### src/rtl/mutf8_to_utf8_transcoder_defines.svh
// assertion macros for the modified-utf-8 to utf-8 transcoder
`ifndef MUTF8_TO_UTF8_TRANSCODER_DEFINES_SVH
`define MUTF8_TO_UTF8_TRANSCODER_DEFINES_SVH

// same-cycle implication
`define MUTF8_ASSERT_IMP(lbl, clk, rst_n, ante, cons, msg) \
  lbl: assert property (@(posedge clk) disable iff (!rst_n) (ante) |-> (cons)) else $error(msg);

// next-cycle implication
`define MUTF8_ASSERT_NEXT(lbl, clk, rst_n, ante, cons, msg) \
  lbl: assert property (@(posedge clk) disable iff (!rst_n) (ante) |=> (cons)) else $error(msg);

`endif

### src/rtl/mutf8_pkg.sv
// shared constants, types and utf-8 encoder for the transcoder
package mutf8_pkg;

  localparam int unsigned MAX_RESULTS = 6;
  localparam int unsigned CNT_W       = 3;

  localparam logic KIND_BYTE = 1'b0;
  localparam logic KIND_END  = 1'b1;

  localparam logic [15:0] REPL_CP      = 16'hFFFD;
  localparam logic [5:0]  HIGH_SUR_TAG = 6'b110110;
  localparam logic [5:0]  LOW_SUR_TAG  = 6'b110111;
  localparam logic [20:0] SUPP_BASE    = 21'h10000;

  localparam logic [7:0] LEAD2_MARK = 8'hC0;
  localparam logic [7:0] LEAD3_MARK = 8'hE0;
  localparam logic [7:0] LEAD4_MARK = 8'hF0;
  localparam logic [7:0] CONT_MARK  = 8'h80;

  // utf-8 of u+fffd, first byte at index 0
  localparam logic [2:0][7:0] REPL_UTF8 = {8'hBD, 8'hBF, 8'hEF};

  typedef struct packed {
    logic [CNT_W-1:0] len;
    logic [3:0][7:0]  bytes;
  } enc_t;

  typedef struct packed {
    logic [MAX_RESULTS-1:0][7:0] bytes;
    logic [CNT_W-1:0]            cnt;
    logic                        last;
    logic                        err;
  } bundle_t;

  function automatic enc_t enc_cp(input logic [20:0] cp);
    enc_t e;
    e.bytes = '0;
    if (cp < 21'h80) begin
      e.len      = 3'd1;
      e.bytes[0] = {1'b0, cp[6:0]};
    end else if (cp < 21'h800) begin
      e.len      = 3'd2;
      e.bytes[0] = LEAD2_MARK | {3'b000, cp[10:6]};
      e.bytes[1] = CONT_MARK | {2'b00, cp[5:0]};
    end else if (cp < 21'h10000) begin
      e.len      = 3'd3;
      e.bytes[0] = LEAD3_MARK | {4'b0000, cp[15:12]};
      e.bytes[1] = CONT_MARK | {2'b00, cp[11:6]};
      e.bytes[2] = CONT_MARK | {2'b00, cp[5:0]};
    end else begin
      e.len      = 3'd4;
      e.bytes[0] = LEAD4_MARK | {5'b00000, cp[20:18]};
      e.bytes[1] = CONT_MARK | {2'b00, cp[17:12]};
      e.bytes[2] = CONT_MARK | {2'b00, cp[11:6]};
      e.bytes[3] = CONT_MARK | {2'b00, cp[5:0]};
    end
    return e;
  endfunction

endpackage

### src/rtl/mutf8_ifs.sv
// valid/ready channel interfaces for the transcoder input and output
interface mutf8_in_if;
  logic       valid;
  logic       ready;
  logic       kind;
  logic [7:0] data_byte;

  modport source (output valid, output kind, output data_byte, input ready);
  modport sink (input valid, input kind, input data_byte, output ready);
endinterface

interface mutf8_out_if;
  logic       valid;
  logic       ready;
  logic [7:0] out_byte;
  logic       last;
  logic       error;

  modport source (output valid, output out_byte, output last, output error, input ready);
  modport sink (input valid, input out_byte, input last, input error, output ready);
endinterface

### src/rtl/mutf8_to_utf8_transcoder.sv
// Modified-UTF-8 to UTF-8 transcoder. Each input transaction is either one string byte or an
// end-of-string marker; the decoder turns it into zero to six output bytes in the same cycle and
// loads them into an output byte register, which sends one byte per cycle while the output is
// ready. Output starts in the cycle after the input is taken. A transaction that yields at
// most one byte lets the next one enter in the following cycle, so ASCII streams at one byte
// per clock; one that yields more holds the input off while the output register drains, and
// output stalls stall the input in the same way. Every string ends in one byte with last set:
// a NUL, or a zero byte with error set when the string was malformed, in which case all earlier
// output bytes of that string must be discarded.
`include "mutf8_to_utf8_transcoder_defines.svh"

module mutf8_to_utf8_transcoder import mutf8_pkg::*; (
  input  logic       clk_i,
  input  logic       rst_ni,
  mutf8_in_if.sink   in_i,
  mutf8_out_if.source out_o
);

  logic    in_fire, out_fire, drain_done;
  bundle_t dec_bundle;

  logic [MAX_RESULTS-1:0][7:0] bytes_q;
  logic [CNT_W-1:0]            cnt_q;
  logic                        last_q;
  logic                        err_q;

  mutf8_dec u_dec (
    .clk_i       (clk_i),
    .rst_ni      (rst_ni),
    .accept_i    (in_fire),
    .kind_i      (in_i.kind),
    .data_byte_i (in_i.data_byte),
    .bundle_o    (dec_bundle)
  );

  assign out_fire   = out_o.valid && out_o.ready;
  assign drain_done = out_fire && (cnt_q == 3'd1);
  assign in_i.ready = (cnt_q == 3'd0) || drain_done;
  assign in_fire    = in_i.valid && in_i.ready;

  assign out_o.valid    = (cnt_q != 3'd0);
  assign out_o.out_byte = bytes_q[0];
  assign out_o.last     = last_q && (cnt_q == 3'd1);
  assign out_o.error    = err_q && (cnt_q == 3'd1);

  always_ff @(posedge clk_i or negedge rst_ni) begin
    if (!rst_ni) begin
      cnt_q  <= '0;
      last_q <= 1'b0;
      err_q  <= 1'b0;
    end else if (in_fire) begin
      cnt_q  <= dec_bundle.cnt;
      last_q <= dec_bundle.last;
      err_q  <= dec_bundle.err;
    end else if (out_fire) begin
      cnt_q <= cnt_q - 3'd1;
    end
  end

  always_ff @(posedge clk_i) begin
    if (in_fire) begin
      bytes_q <= dec_bundle.bytes;
    end else if (out_fire) begin
      bytes_q <= {8'h00, bytes_q[MAX_RESULTS-1:1]};
    end
  end

  // end of string always produces at least the closing byte
  `MUTF8_ASSERT_NEXT(a_end_gives_output, clk_i, rst_ni, in_fire && (in_i.kind == KIND_END), out_o.valid, "end transaction produced no output")
  // closing byte is always zero
  `MUTF8_ASSERT_IMP(a_last_is_zero, clk_i, rst_ni, out_o.valid && out_o.last, out_o.out_byte == 8'h00, "closing byte not zero")
  // error only on the closing byte
  `MUTF8_ASSERT_IMP(a_err_on_last, clk_i, rst_ni, out_o.valid && out_o.error, out_o.last, "error flag without last")
  // input held off while more than one byte is queued
  `MUTF8_ASSERT_IMP(a_hold_while_draining, clk_i, rst_ni, cnt_q > 3'd1, !in_i.ready, "input accepted while output bytes pending")

endmodule

### src/rtl/mutf8_dec.sv
// decoder state and per-transaction result bundle builder
module mutf8_dec import mutf8_pkg::*; (
  input  logic       clk_i,
  input  logic       rst_ni,
  input  logic       accept_i,
  input  logic       kind_i,
  input  logic [7:0] data_byte_i,
  output bundle_t    bundle_o
);

  logic [1:0]  bse_q, bse_d;
  logic [15:0] pcp_q, pcp_d;
  logic        hsw_q, hsw_d;
  logic [9:0]  hsb_q, hsb_d;
  logic        failed_q, failed_d;

  logic [15:0] raw_cp, cp_fix;
  logic        is_hi, is_lo;
  logic [20:0] pair_cp, main_cp;
  logic        run_cp, main_on, prefix, nul_on, nul_err;
  enc_t        main_enc;
  logic [CNT_W-1:0] main_len;
  logic [3:0][7:0]  main_bytes;

  assign raw_cp  = (bse_q != 2'd0) ? {pcp_q[9:0], data_byte_i[5:0]} : {8'h00, data_byte_i};
  assign cp_fix  = (raw_cp == 16'h0000) ? REPL_CP : raw_cp;
  assign is_hi   = (cp_fix[15:10] == HIGH_SUR_TAG);
  assign is_lo   = (cp_fix[15:10] == LOW_SUR_TAG);
  assign pair_cp = SUPP_BASE + {1'b0, hsb_q, cp_fix[9:0]};

  always_comb begin
    bse_d    = bse_q;
    pcp_d    = pcp_q;
    hsw_d    = hsw_q;
    hsb_d    = hsb_q;
    failed_d = failed_q;
    run_cp   = 1'b0;
    main_on  = 1'b0;
    main_cp  = '0;
    prefix   = 1'b0;
    nul_on   = 1'b0;
    nul_err  = 1'b0;

    if (kind_i == KIND_END) begin
      nul_on = 1'b1;
      if (failed_q || (bse_q != 2'd0)) begin
        nul_err = 1'b1;
      end else begin
        prefix = hsw_q;
      end
      bse_d    = '0;
      pcp_d    = '0;
      hsw_d    = 1'b0;
      hsb_d    = '0;
      failed_d = 1'b0;
    end else if (!failed_q) begin
      if (bse_q != 2'd0) begin
        if (data_byte_i[7:6] != 2'b10) begin
          failed_d = 1'b1;
        end else begin
          pcp_d = raw_cp;
          bse_d = bse_q - 2'd1;
          if (bse_q == 2'd1) begin
            pcp_d  = '0;
            run_cp = 1'b1;
          end
        end
      end else if (!data_byte_i[7]) begin
        run_cp = 1'b1;
      end else if (data_byte_i[7:5] == 3'b110) begin
        pcp_d = {11'b0, data_byte_i[4:0]};
        bse_d = 2'd1;
      end else if (data_byte_i[7:4] == 4'b1110) begin
        pcp_d = {12'b0, data_byte_i[3:0]};
        bse_d = 2'd2;
      end else begin
        failed_d = 1'b1;
      end
    end

    if (run_cp) begin
      if (hsw_q && is_lo) begin
        hsw_d   = 1'b0;
        hsb_d   = '0;
        main_on = 1'b1;
        main_cp = pair_cp;
      end else begin
        if (hsw_q) begin
          prefix = 1'b1;
          hsw_d  = 1'b0;
          hsb_d  = '0;
        end
        if (is_hi) begin
          hsw_d = 1'b1;
          hsb_d = cp_fix[9:0];
        end else if (is_lo) begin
          main_on = 1'b1;
          main_cp = {5'b0, REPL_CP};
        end else begin
          main_on = 1'b1;
          main_cp = {5'b0, cp_fix};
        end
      end
    end
  end

  assign main_enc   = enc_cp(main_cp);
  assign main_len   = main_on ? main_enc.len : (nul_on ? 3'd1 : 3'd0);
  assign main_bytes = main_on ? main_enc.bytes : '0;

  always_comb begin
    bundle_o.bytes = '0;
    if (prefix) begin
      for (int i = 0; i < 3; i++) begin
        bundle_o.bytes[i]     = REPL_UTF8[i];
        bundle_o.bytes[3 + i] = main_bytes[i];
      end
    end else begin
      for (int i = 0; i < 4; i++) begin
        bundle_o.bytes[i] = main_bytes[i];
      end
    end
    bundle_o.cnt  = (prefix ? 3'd3 : 3'd0) + main_len;
    bundle_o.last = nul_on;
    bundle_o.err  = nul_err;
  end

  always_ff @(posedge clk_i or negedge rst_ni) begin
    if (!rst_ni) begin
      bse_q    <= '0;
      pcp_q    <= '0;
      hsw_q    <= 1'b0;
      hsb_q    <= '0;
      failed_q <= 1'b0;
    end else if (accept_i) begin
      bse_q    <= bse_d;
      pcp_q    <= pcp_d;
      hsw_q    <= hsw_d;
      hsb_q    <= hsb_d;
      failed_q <= failed_d;
    end
  end

endmodule
### src/flat_wrapper.sv
// flat-port wrapper written by rule: the top's interface ports become plain ports
module mutf8_to_utf8_transcoder_flat import mutf8_pkg::*;
  (clk_i, rst_ni, in_i_valid, in_i_kind, in_i_data_byte, in_i_ready, out_o_valid, out_o_out_byte, out_o_last, out_o_error, out_o_ready);
  mutf8_in_if in_i_i ();
  mutf8_out_if out_o_i ();
  input  logic clk_i;
  input  logic rst_ni;
  input wire logic [$bits(in_i_i.valid)-1:0] in_i_valid;
  input wire logic [$bits(in_i_i.kind)-1:0] in_i_kind;
  input wire logic [$bits(in_i_i.data_byte)-1:0] in_i_data_byte;
  output wire logic [$bits(in_i_i.ready)-1:0] in_i_ready;
  output wire logic [$bits(out_o_i.valid)-1:0] out_o_valid;
  output wire logic [$bits(out_o_i.out_byte)-1:0] out_o_out_byte;
  output wire logic [$bits(out_o_i.last)-1:0] out_o_last;
  output wire logic [$bits(out_o_i.error)-1:0] out_o_error;
  input wire logic [$bits(out_o_i.ready)-1:0] out_o_ready;
  assign in_i_i.valid = in_i_valid;
  assign in_i_i.kind = in_i_kind;
  assign in_i_i.data_byte = in_i_data_byte;
  assign in_i_ready = in_i_i.ready;
  assign out_o_valid = out_o_i.valid;
  assign out_o_out_byte = out_o_i.out_byte;
  assign out_o_last = out_o_i.last;
  assign out_o_error = out_o_i.error;
  assign out_o_i.ready = out_o_ready;
  mutf8_to_utf8_transcoder u_core (.clk_i(clk_i), .rst_ni(rst_ni), .in_i(in_i_i), .out_o(out_o_i));
endmodule
### config.mk
export PLATFORM = sky130hd
export DESIGN_NAME = mutf8_to_utf8_transcoder_flat
export DESIGN_NICKNAME = d
export VERILOG_FILES = /design/src/rtl/mutf8_pkg.sv /design/src/rtl/mutf8_ifs.sv /design/src/rtl/mutf8_to_utf8_transcoder.sv /design/src/rtl/mutf8_dec.sv /design/src/flat_wrapper.sv
export VERILOG_INCLUDE_DIRS = /design/src /design/src/rtl
export SDC_FILE = /design/constraint.sdc
export NUM_CORES = 1
export LEC_CHECK = 0
export ABC_AREA = 1
export BUFFER_PORTS_ARGS = -buffer_cell sky130_fd_sc_hd__buf_2
export CELL_PAD_IN_SITES_DETAIL_PLACEMENT = 1
export CELL_PAD_IN_SITES_GLOBAL_PLACEMENT = 1
export CORE_MARGIN = 5
export CORE_UTILIZATION = 46
export DETAILED_ROUTE_END_ITERATION = 10
export GPL_TIMING_DRIVEN = 1
export PLACE_DENSITY_LB_ADDON = 0.1
export SYNTH_ARGS = -nofsm -noshare
export SYNTH_HDL_FRONTEND = slang
export SYNTH_HIERARCHICAL = 1
export SYNTH_SLANG_ARGS = --single-unit
export TNS_END_PERCENT = 100
### constraint.sdc
create_clock -name clk_i -period 4.3 [get_ports clk_i]
set_clock_uncertainty 0.05 [all_clocks]
set_input_delay 0.43 -clock clk_i [delete_from_list [all_inputs] [get_ports clk_i]]
set_output_delay 0.43 -clock clk_i [all_outputs]
set_load 0.005 [all_outputs]
Word-level counts from Yosys, hierarchy flattened
Index checks and enable logic that the tools add are counted.
Storage, ports and cells
  bits in registers: 77
  output and inout port bits: 12
  word-level logic and storage cells: 120
Cells by class
  add/subtract/negate cells: 4
  order comparisons: 3
  eq/ne operators: 9
  muxes and demuxes: 74
  reductions and logical operators: 16
Operator list (count)
  $mux 10: 13
  $mux 16: 7
  $mux 48: 2
  $mux 32: 2
  $mux 21: 2
  $mux 1: 30
  $mux 24: 1
  $mux 22: 1
  $add 17x20->21 const A: 1
  $lt 21x12->1 const B: 1
  $lt 21x17->1 const B: 1
  $lt 21x8->1 const B: 1
  $mux 3: 6
  $logic_not 16->1: 1
  $mux 2: 8
  $mux 8: 2
  $eq 6x6->1 const B: 2
  $logic_and 1x1->1: 6
  $reduce_bool 3->1: 2
  $reduce_and 5->1: 1
  $eq 4x4->1 const B: 1
  $ne 2x2->1 const B: 2
  $reduce_bool 2->1: 2
  $reduce_bool 4->1: 1
  other kinds (9): 10

Logic depth before layout (Yosys ltp)
  word-level depth: 16
  mapped depth: 26
  gate-level depth less buffers: 25

Modules after synthesis
The synthesis kept the hierarchy.
Modules (own cells, without submodules)
  mutf8_dec: times used 1, cells an instance 460, area an instance 2872.8 um2, seq. area each 600.6 um2
  mutf8_to_utf8_transcoder: times used 1, cells an instance 256, area an instance 2456.1 um2, seq. area each 1566.5 um2

Worst setup path before layout
Ideal clock, no wire load.
  path kind: register -> register
  start: register u_core.u_dec.bse_q[0]
  end: register u_core.cnt_q[2]
  library setup time: 117 ps
  arrival time: 3152 ps
  data required time: 4133 ps
  path slack: 981 ps
  cell stages (with the launch flop): 27
  path buffers: 1
  period minus slack after synthesis: 3319 ps
  cell sequence: dfrtp_1 inv_2 nand2_2 buf_6 nand2_4 nand2_1 nor2_2 nand3_4 o21ai_4 nand2_2 nor2_4 nand3_1 nand2_1 nor2_1 nor2_4 nand2_1 nor2_2 nand2_2 a22oi_1 ha_1 inv_1 fa_1 xnor2_1 inv_1 nand3_1 nand2_1 nand2_1
RTL lines
  start: declaration: line mutf8_dec.sv:11  | logic [1:0] bse_q, bse_d;
  start signal: assignment: line mutf8_dec.sv:136  | bse_q <= bse_d;
  end signal: assignment: line mutf8_to_utf8_transcoder.sv:52  | cnt_q <= dec_bundle.cnt;
  end signal: assignment: line mutf8_to_utf8_transcoder.sv:56  | cnt_q <= cnt_q - 3'd1;
  end: declaration: line mutf8_to_utf8_transcoder.sv:23  | logic [CNT_W-1:0] cnt_q;

==> metrics <==
first-pass GRT wire length 24.65 mm; gpl congestion 0.9489; most frequent cell after synthesis nand2_1; Async SR Flop Fraction 37.66%; post-route insts no fill 864; largest net degree at the start of global routing 56; WP data required 4.50 ns; Resize count post-CTS 0; final setup fails 0; # Max-Cap Violations 0; Post-Syn Area per Cell 7.443 um^2; layout net count 735; std cell rows 39; DRT iter0 DRCs 244; CP max stage delay 0.47 ns; WS Path Type reg -> reg; Pre-antenna DRT Iters 5; setup ws final 0.3417 ns; post-synthesis register bit count 77; Longest Clk Path Bufs 2; Die Height 117.6 um; Worst-Skew Late Latency 0.35 ns; Place WS 0.4118 ns; Post-Route WL 14.83 mm; CTS tree done; top-area cell type share of the netlist area 27.05%; Power, Total 3.773 mW; Min-Delay Path Class in -> async; total CTS buffers 9; PwrDens 664.3 mW/mm^2; Starting Density 46.87%; WL per Instance 17.16 um; Final Hold Fails 0; top_reg_cell synth edfxtp_1; hold buffers post-CTS 0; RSZ-0062 raised after global routing no; register area share after synthesis 40.67%; Max Slew Vio Count 0; status completed; CP Capture Type register; crit share post-route 92.05%; core area 0.01137 mm^2; ranking of synthesized cells by area edfxtp_1 27%, nand2_1 18%, dfrtp_1 14%; Worst Hold Slack 0.06849 ns; Least-Margin Pin Slew 1.158 ns; yosys synthesis warning count 6; Syn Inst Count 716; critical path peak fanout 23; H-tree Lvls 3; r2r setup slk 0.34 ns; Total GRT Usage 21.96%; worst setup path start u_core/u_dec/bse_q[1]$_DFFE_PN0P_; drt drc 0; Die X 117.6 um; Tmin final 3.958 ns; # clock sinks 77; Syn-to-layout area delta 6.598%; die area 0.01384 mm^2; vias in the first global route 4809; diodes inserted 0; EDFF count, synth 48; placed insts 848; vias per cell 5.478; DR vias 4733; layout cells sized above 1 14.29%; r2r worst-path depth 23; Max stage delay cell, worst path fa_1; cell breakdown of the critical path nor2_2 -> nand2_2 -> o21ai_2 -> nor2_2 -> nand3_4 -> nand3_1 -> nor2_4 -> nand2_4 -> nand2_4 -> inv_2 -> nand2_1 -> nand3_2 -> nor2_8 -> nand2_2 -> a22oi_1 -> ha_1 -> inv_1 -> fa_1 -> inv_1 -> inv_1 -> nand3_1 -> nand2_1 -> nand2_1; top cells by count, synth 252 x nand2_1, 61 x nor2_1, 57 x inv_1, 57 x nand3_1, 48 x edfxtp_1; crit start category register; synthesized cell area 0.005329 mm^2; post-synth top area cell edfxtp_1; FMAX 252.6 MHz; clk root buf clkbuf_16; maximum VDD drop 559.4 uV; setup TNS 0 ns; worst r2r dst u_core/cnt_q[1]$_DFFE_PN0P_; DPL Wire Length 10.67 mm; io pins 25; port bufs 24; Leakage 2.795 nW; Distinct cells, synth 44; Critical R2R Launch u_core/u_dec/bse_q[1]$_DFFE_PN0P_; Detail Route Antenna Nets 0; initial antenna violation count 0; GRT Residual Overflow 0; clk slew on worst S/H paths 0.06 ns; Post-CTS Setup Bufs 0; Critical Path AT 4.15 ns; normalized max-slew margin 22.53%
power breakdown:
group | switching [mW] | internal [mW] | total, mW
sequential | 0.200 | 1.24 | 1.44
combinational | 1.11 | 0.503 | 1.61
clock | 0.325 | 0.392 | 0.717
total | 1.63 | 2.14 | 3.77
placed cells by master, fill, tap and decap left out, types with 3 or more instances in the layout:
cell type,instances
nor2_2,8
clkinvlp_4,3
nand4_1,8
nand3_4,3
a31oi_1,10
ha_1,5
clkbuf_16,9
o21ai_0,18
o31ai_1,3
nand3_2,4
clkinv_2,3
inv_2,8
a22oi_1,4
edfxtp_1,48
nor2_1,61
nand3_1,57
inv_1,57
buf_4,9
o21ai_2,3
nand2_4,5
buf_2,24
nand2_1,251
conb_1,4
dfrtp_1,29
o211ai_1,17
or2_2,3
a21oi_1,28
o21ai_1,6
nor2_4,5
nand2_2,9
per-stage QoR:
step	area, um^2	utilization, %
global placement	5405	47.54
CTS	5680	49.96
finish	5680	49.96
floorplan	5340	-
global route	5680	49.96
detailed placement	5405	47.54
cell type report:
cell class,instances,area (um^2)
well taps,143,178.9
multi-input cells,529,2623
inverters,66,249.0
clock buffers,9,225.2
flip-flops and latches,77,2167
repair buffers,33,187.7
clock inverters,7,50.05
fillers,1464,5689
sequential cells by signal, summed over array words and instances, names as in the netlist, 2 cells and up:
register               count
u_core/bytes_q            40
u_core/u_dec/hsb_q        10
u_core/u_dec/pcp_q        10
u_core/out_o.out_byte      8
u_core/cnt_q               3
u_core/u_dec/bse_q         2
cells by family (layout without fill, tap and decap cells):
family / Yosys count / in the layout / synth area share (%)
XOR/XNOR: 2 / 2 / 0.3288
other: 1 / 4 / 0.07037
AO/OA/AOI/OAI: 97 / 97 / 11.39
AND/OR/NAND/NOR: 420 / 420 / 35.62
flip-flops: 77 / 77 / 40.67
adder cells (fa/ha/maj): 6 / 6 / 1.550
buffers and inverters: 113 / 115 / 10.38
worst max-delay path, delay by kind of cell (launching register included):
family | cells | cell delay (ns)
AND/OR/NAND/NOR | 15 | 2.19
adder cells (fa/ha/maj) | 2 | 0.65
flip-flops | 1 | 0.42
AO/OA/AOI/OAI | 2 | 0.31
buffers and inverters | 4 | 0.22
metal layers:
layer	global-route usage, %	wire length (um)	vias up
met3	4.229	680	20
met5	0	0	-
li1	-	-	2324
met4	8.459	330	0
met1	29.29	6913	2297
met2	35.29	6904	92
how the worst max path moves through the flow:
stage | to | slack [ns] | cells past startpoint
2_1_floorplan | u_core/cnt_q[2]$_DFFE_PN0P_ | 0.98 | 26
3_3_place_gp | u_core/cnt_q[2]$_DFFE_PN0P_ | 0.55 | 23
3_5_place_dp | u_core/cnt_q[1]$_DFFE_PN0P_ | 0.41 | 23
4_1_cts | u_core/cnt_q[1]$_DFFE_PN0P_ | 0.38 | 23
5_1_grt | u_core/cnt_q[1]$_DFFE_PN0P_ | 0.01 | 23
6_report | u_core/cnt_q[1]$_DFFE_PN0P_ | 0.34 | 23
(Power assumes the default switching activity.)
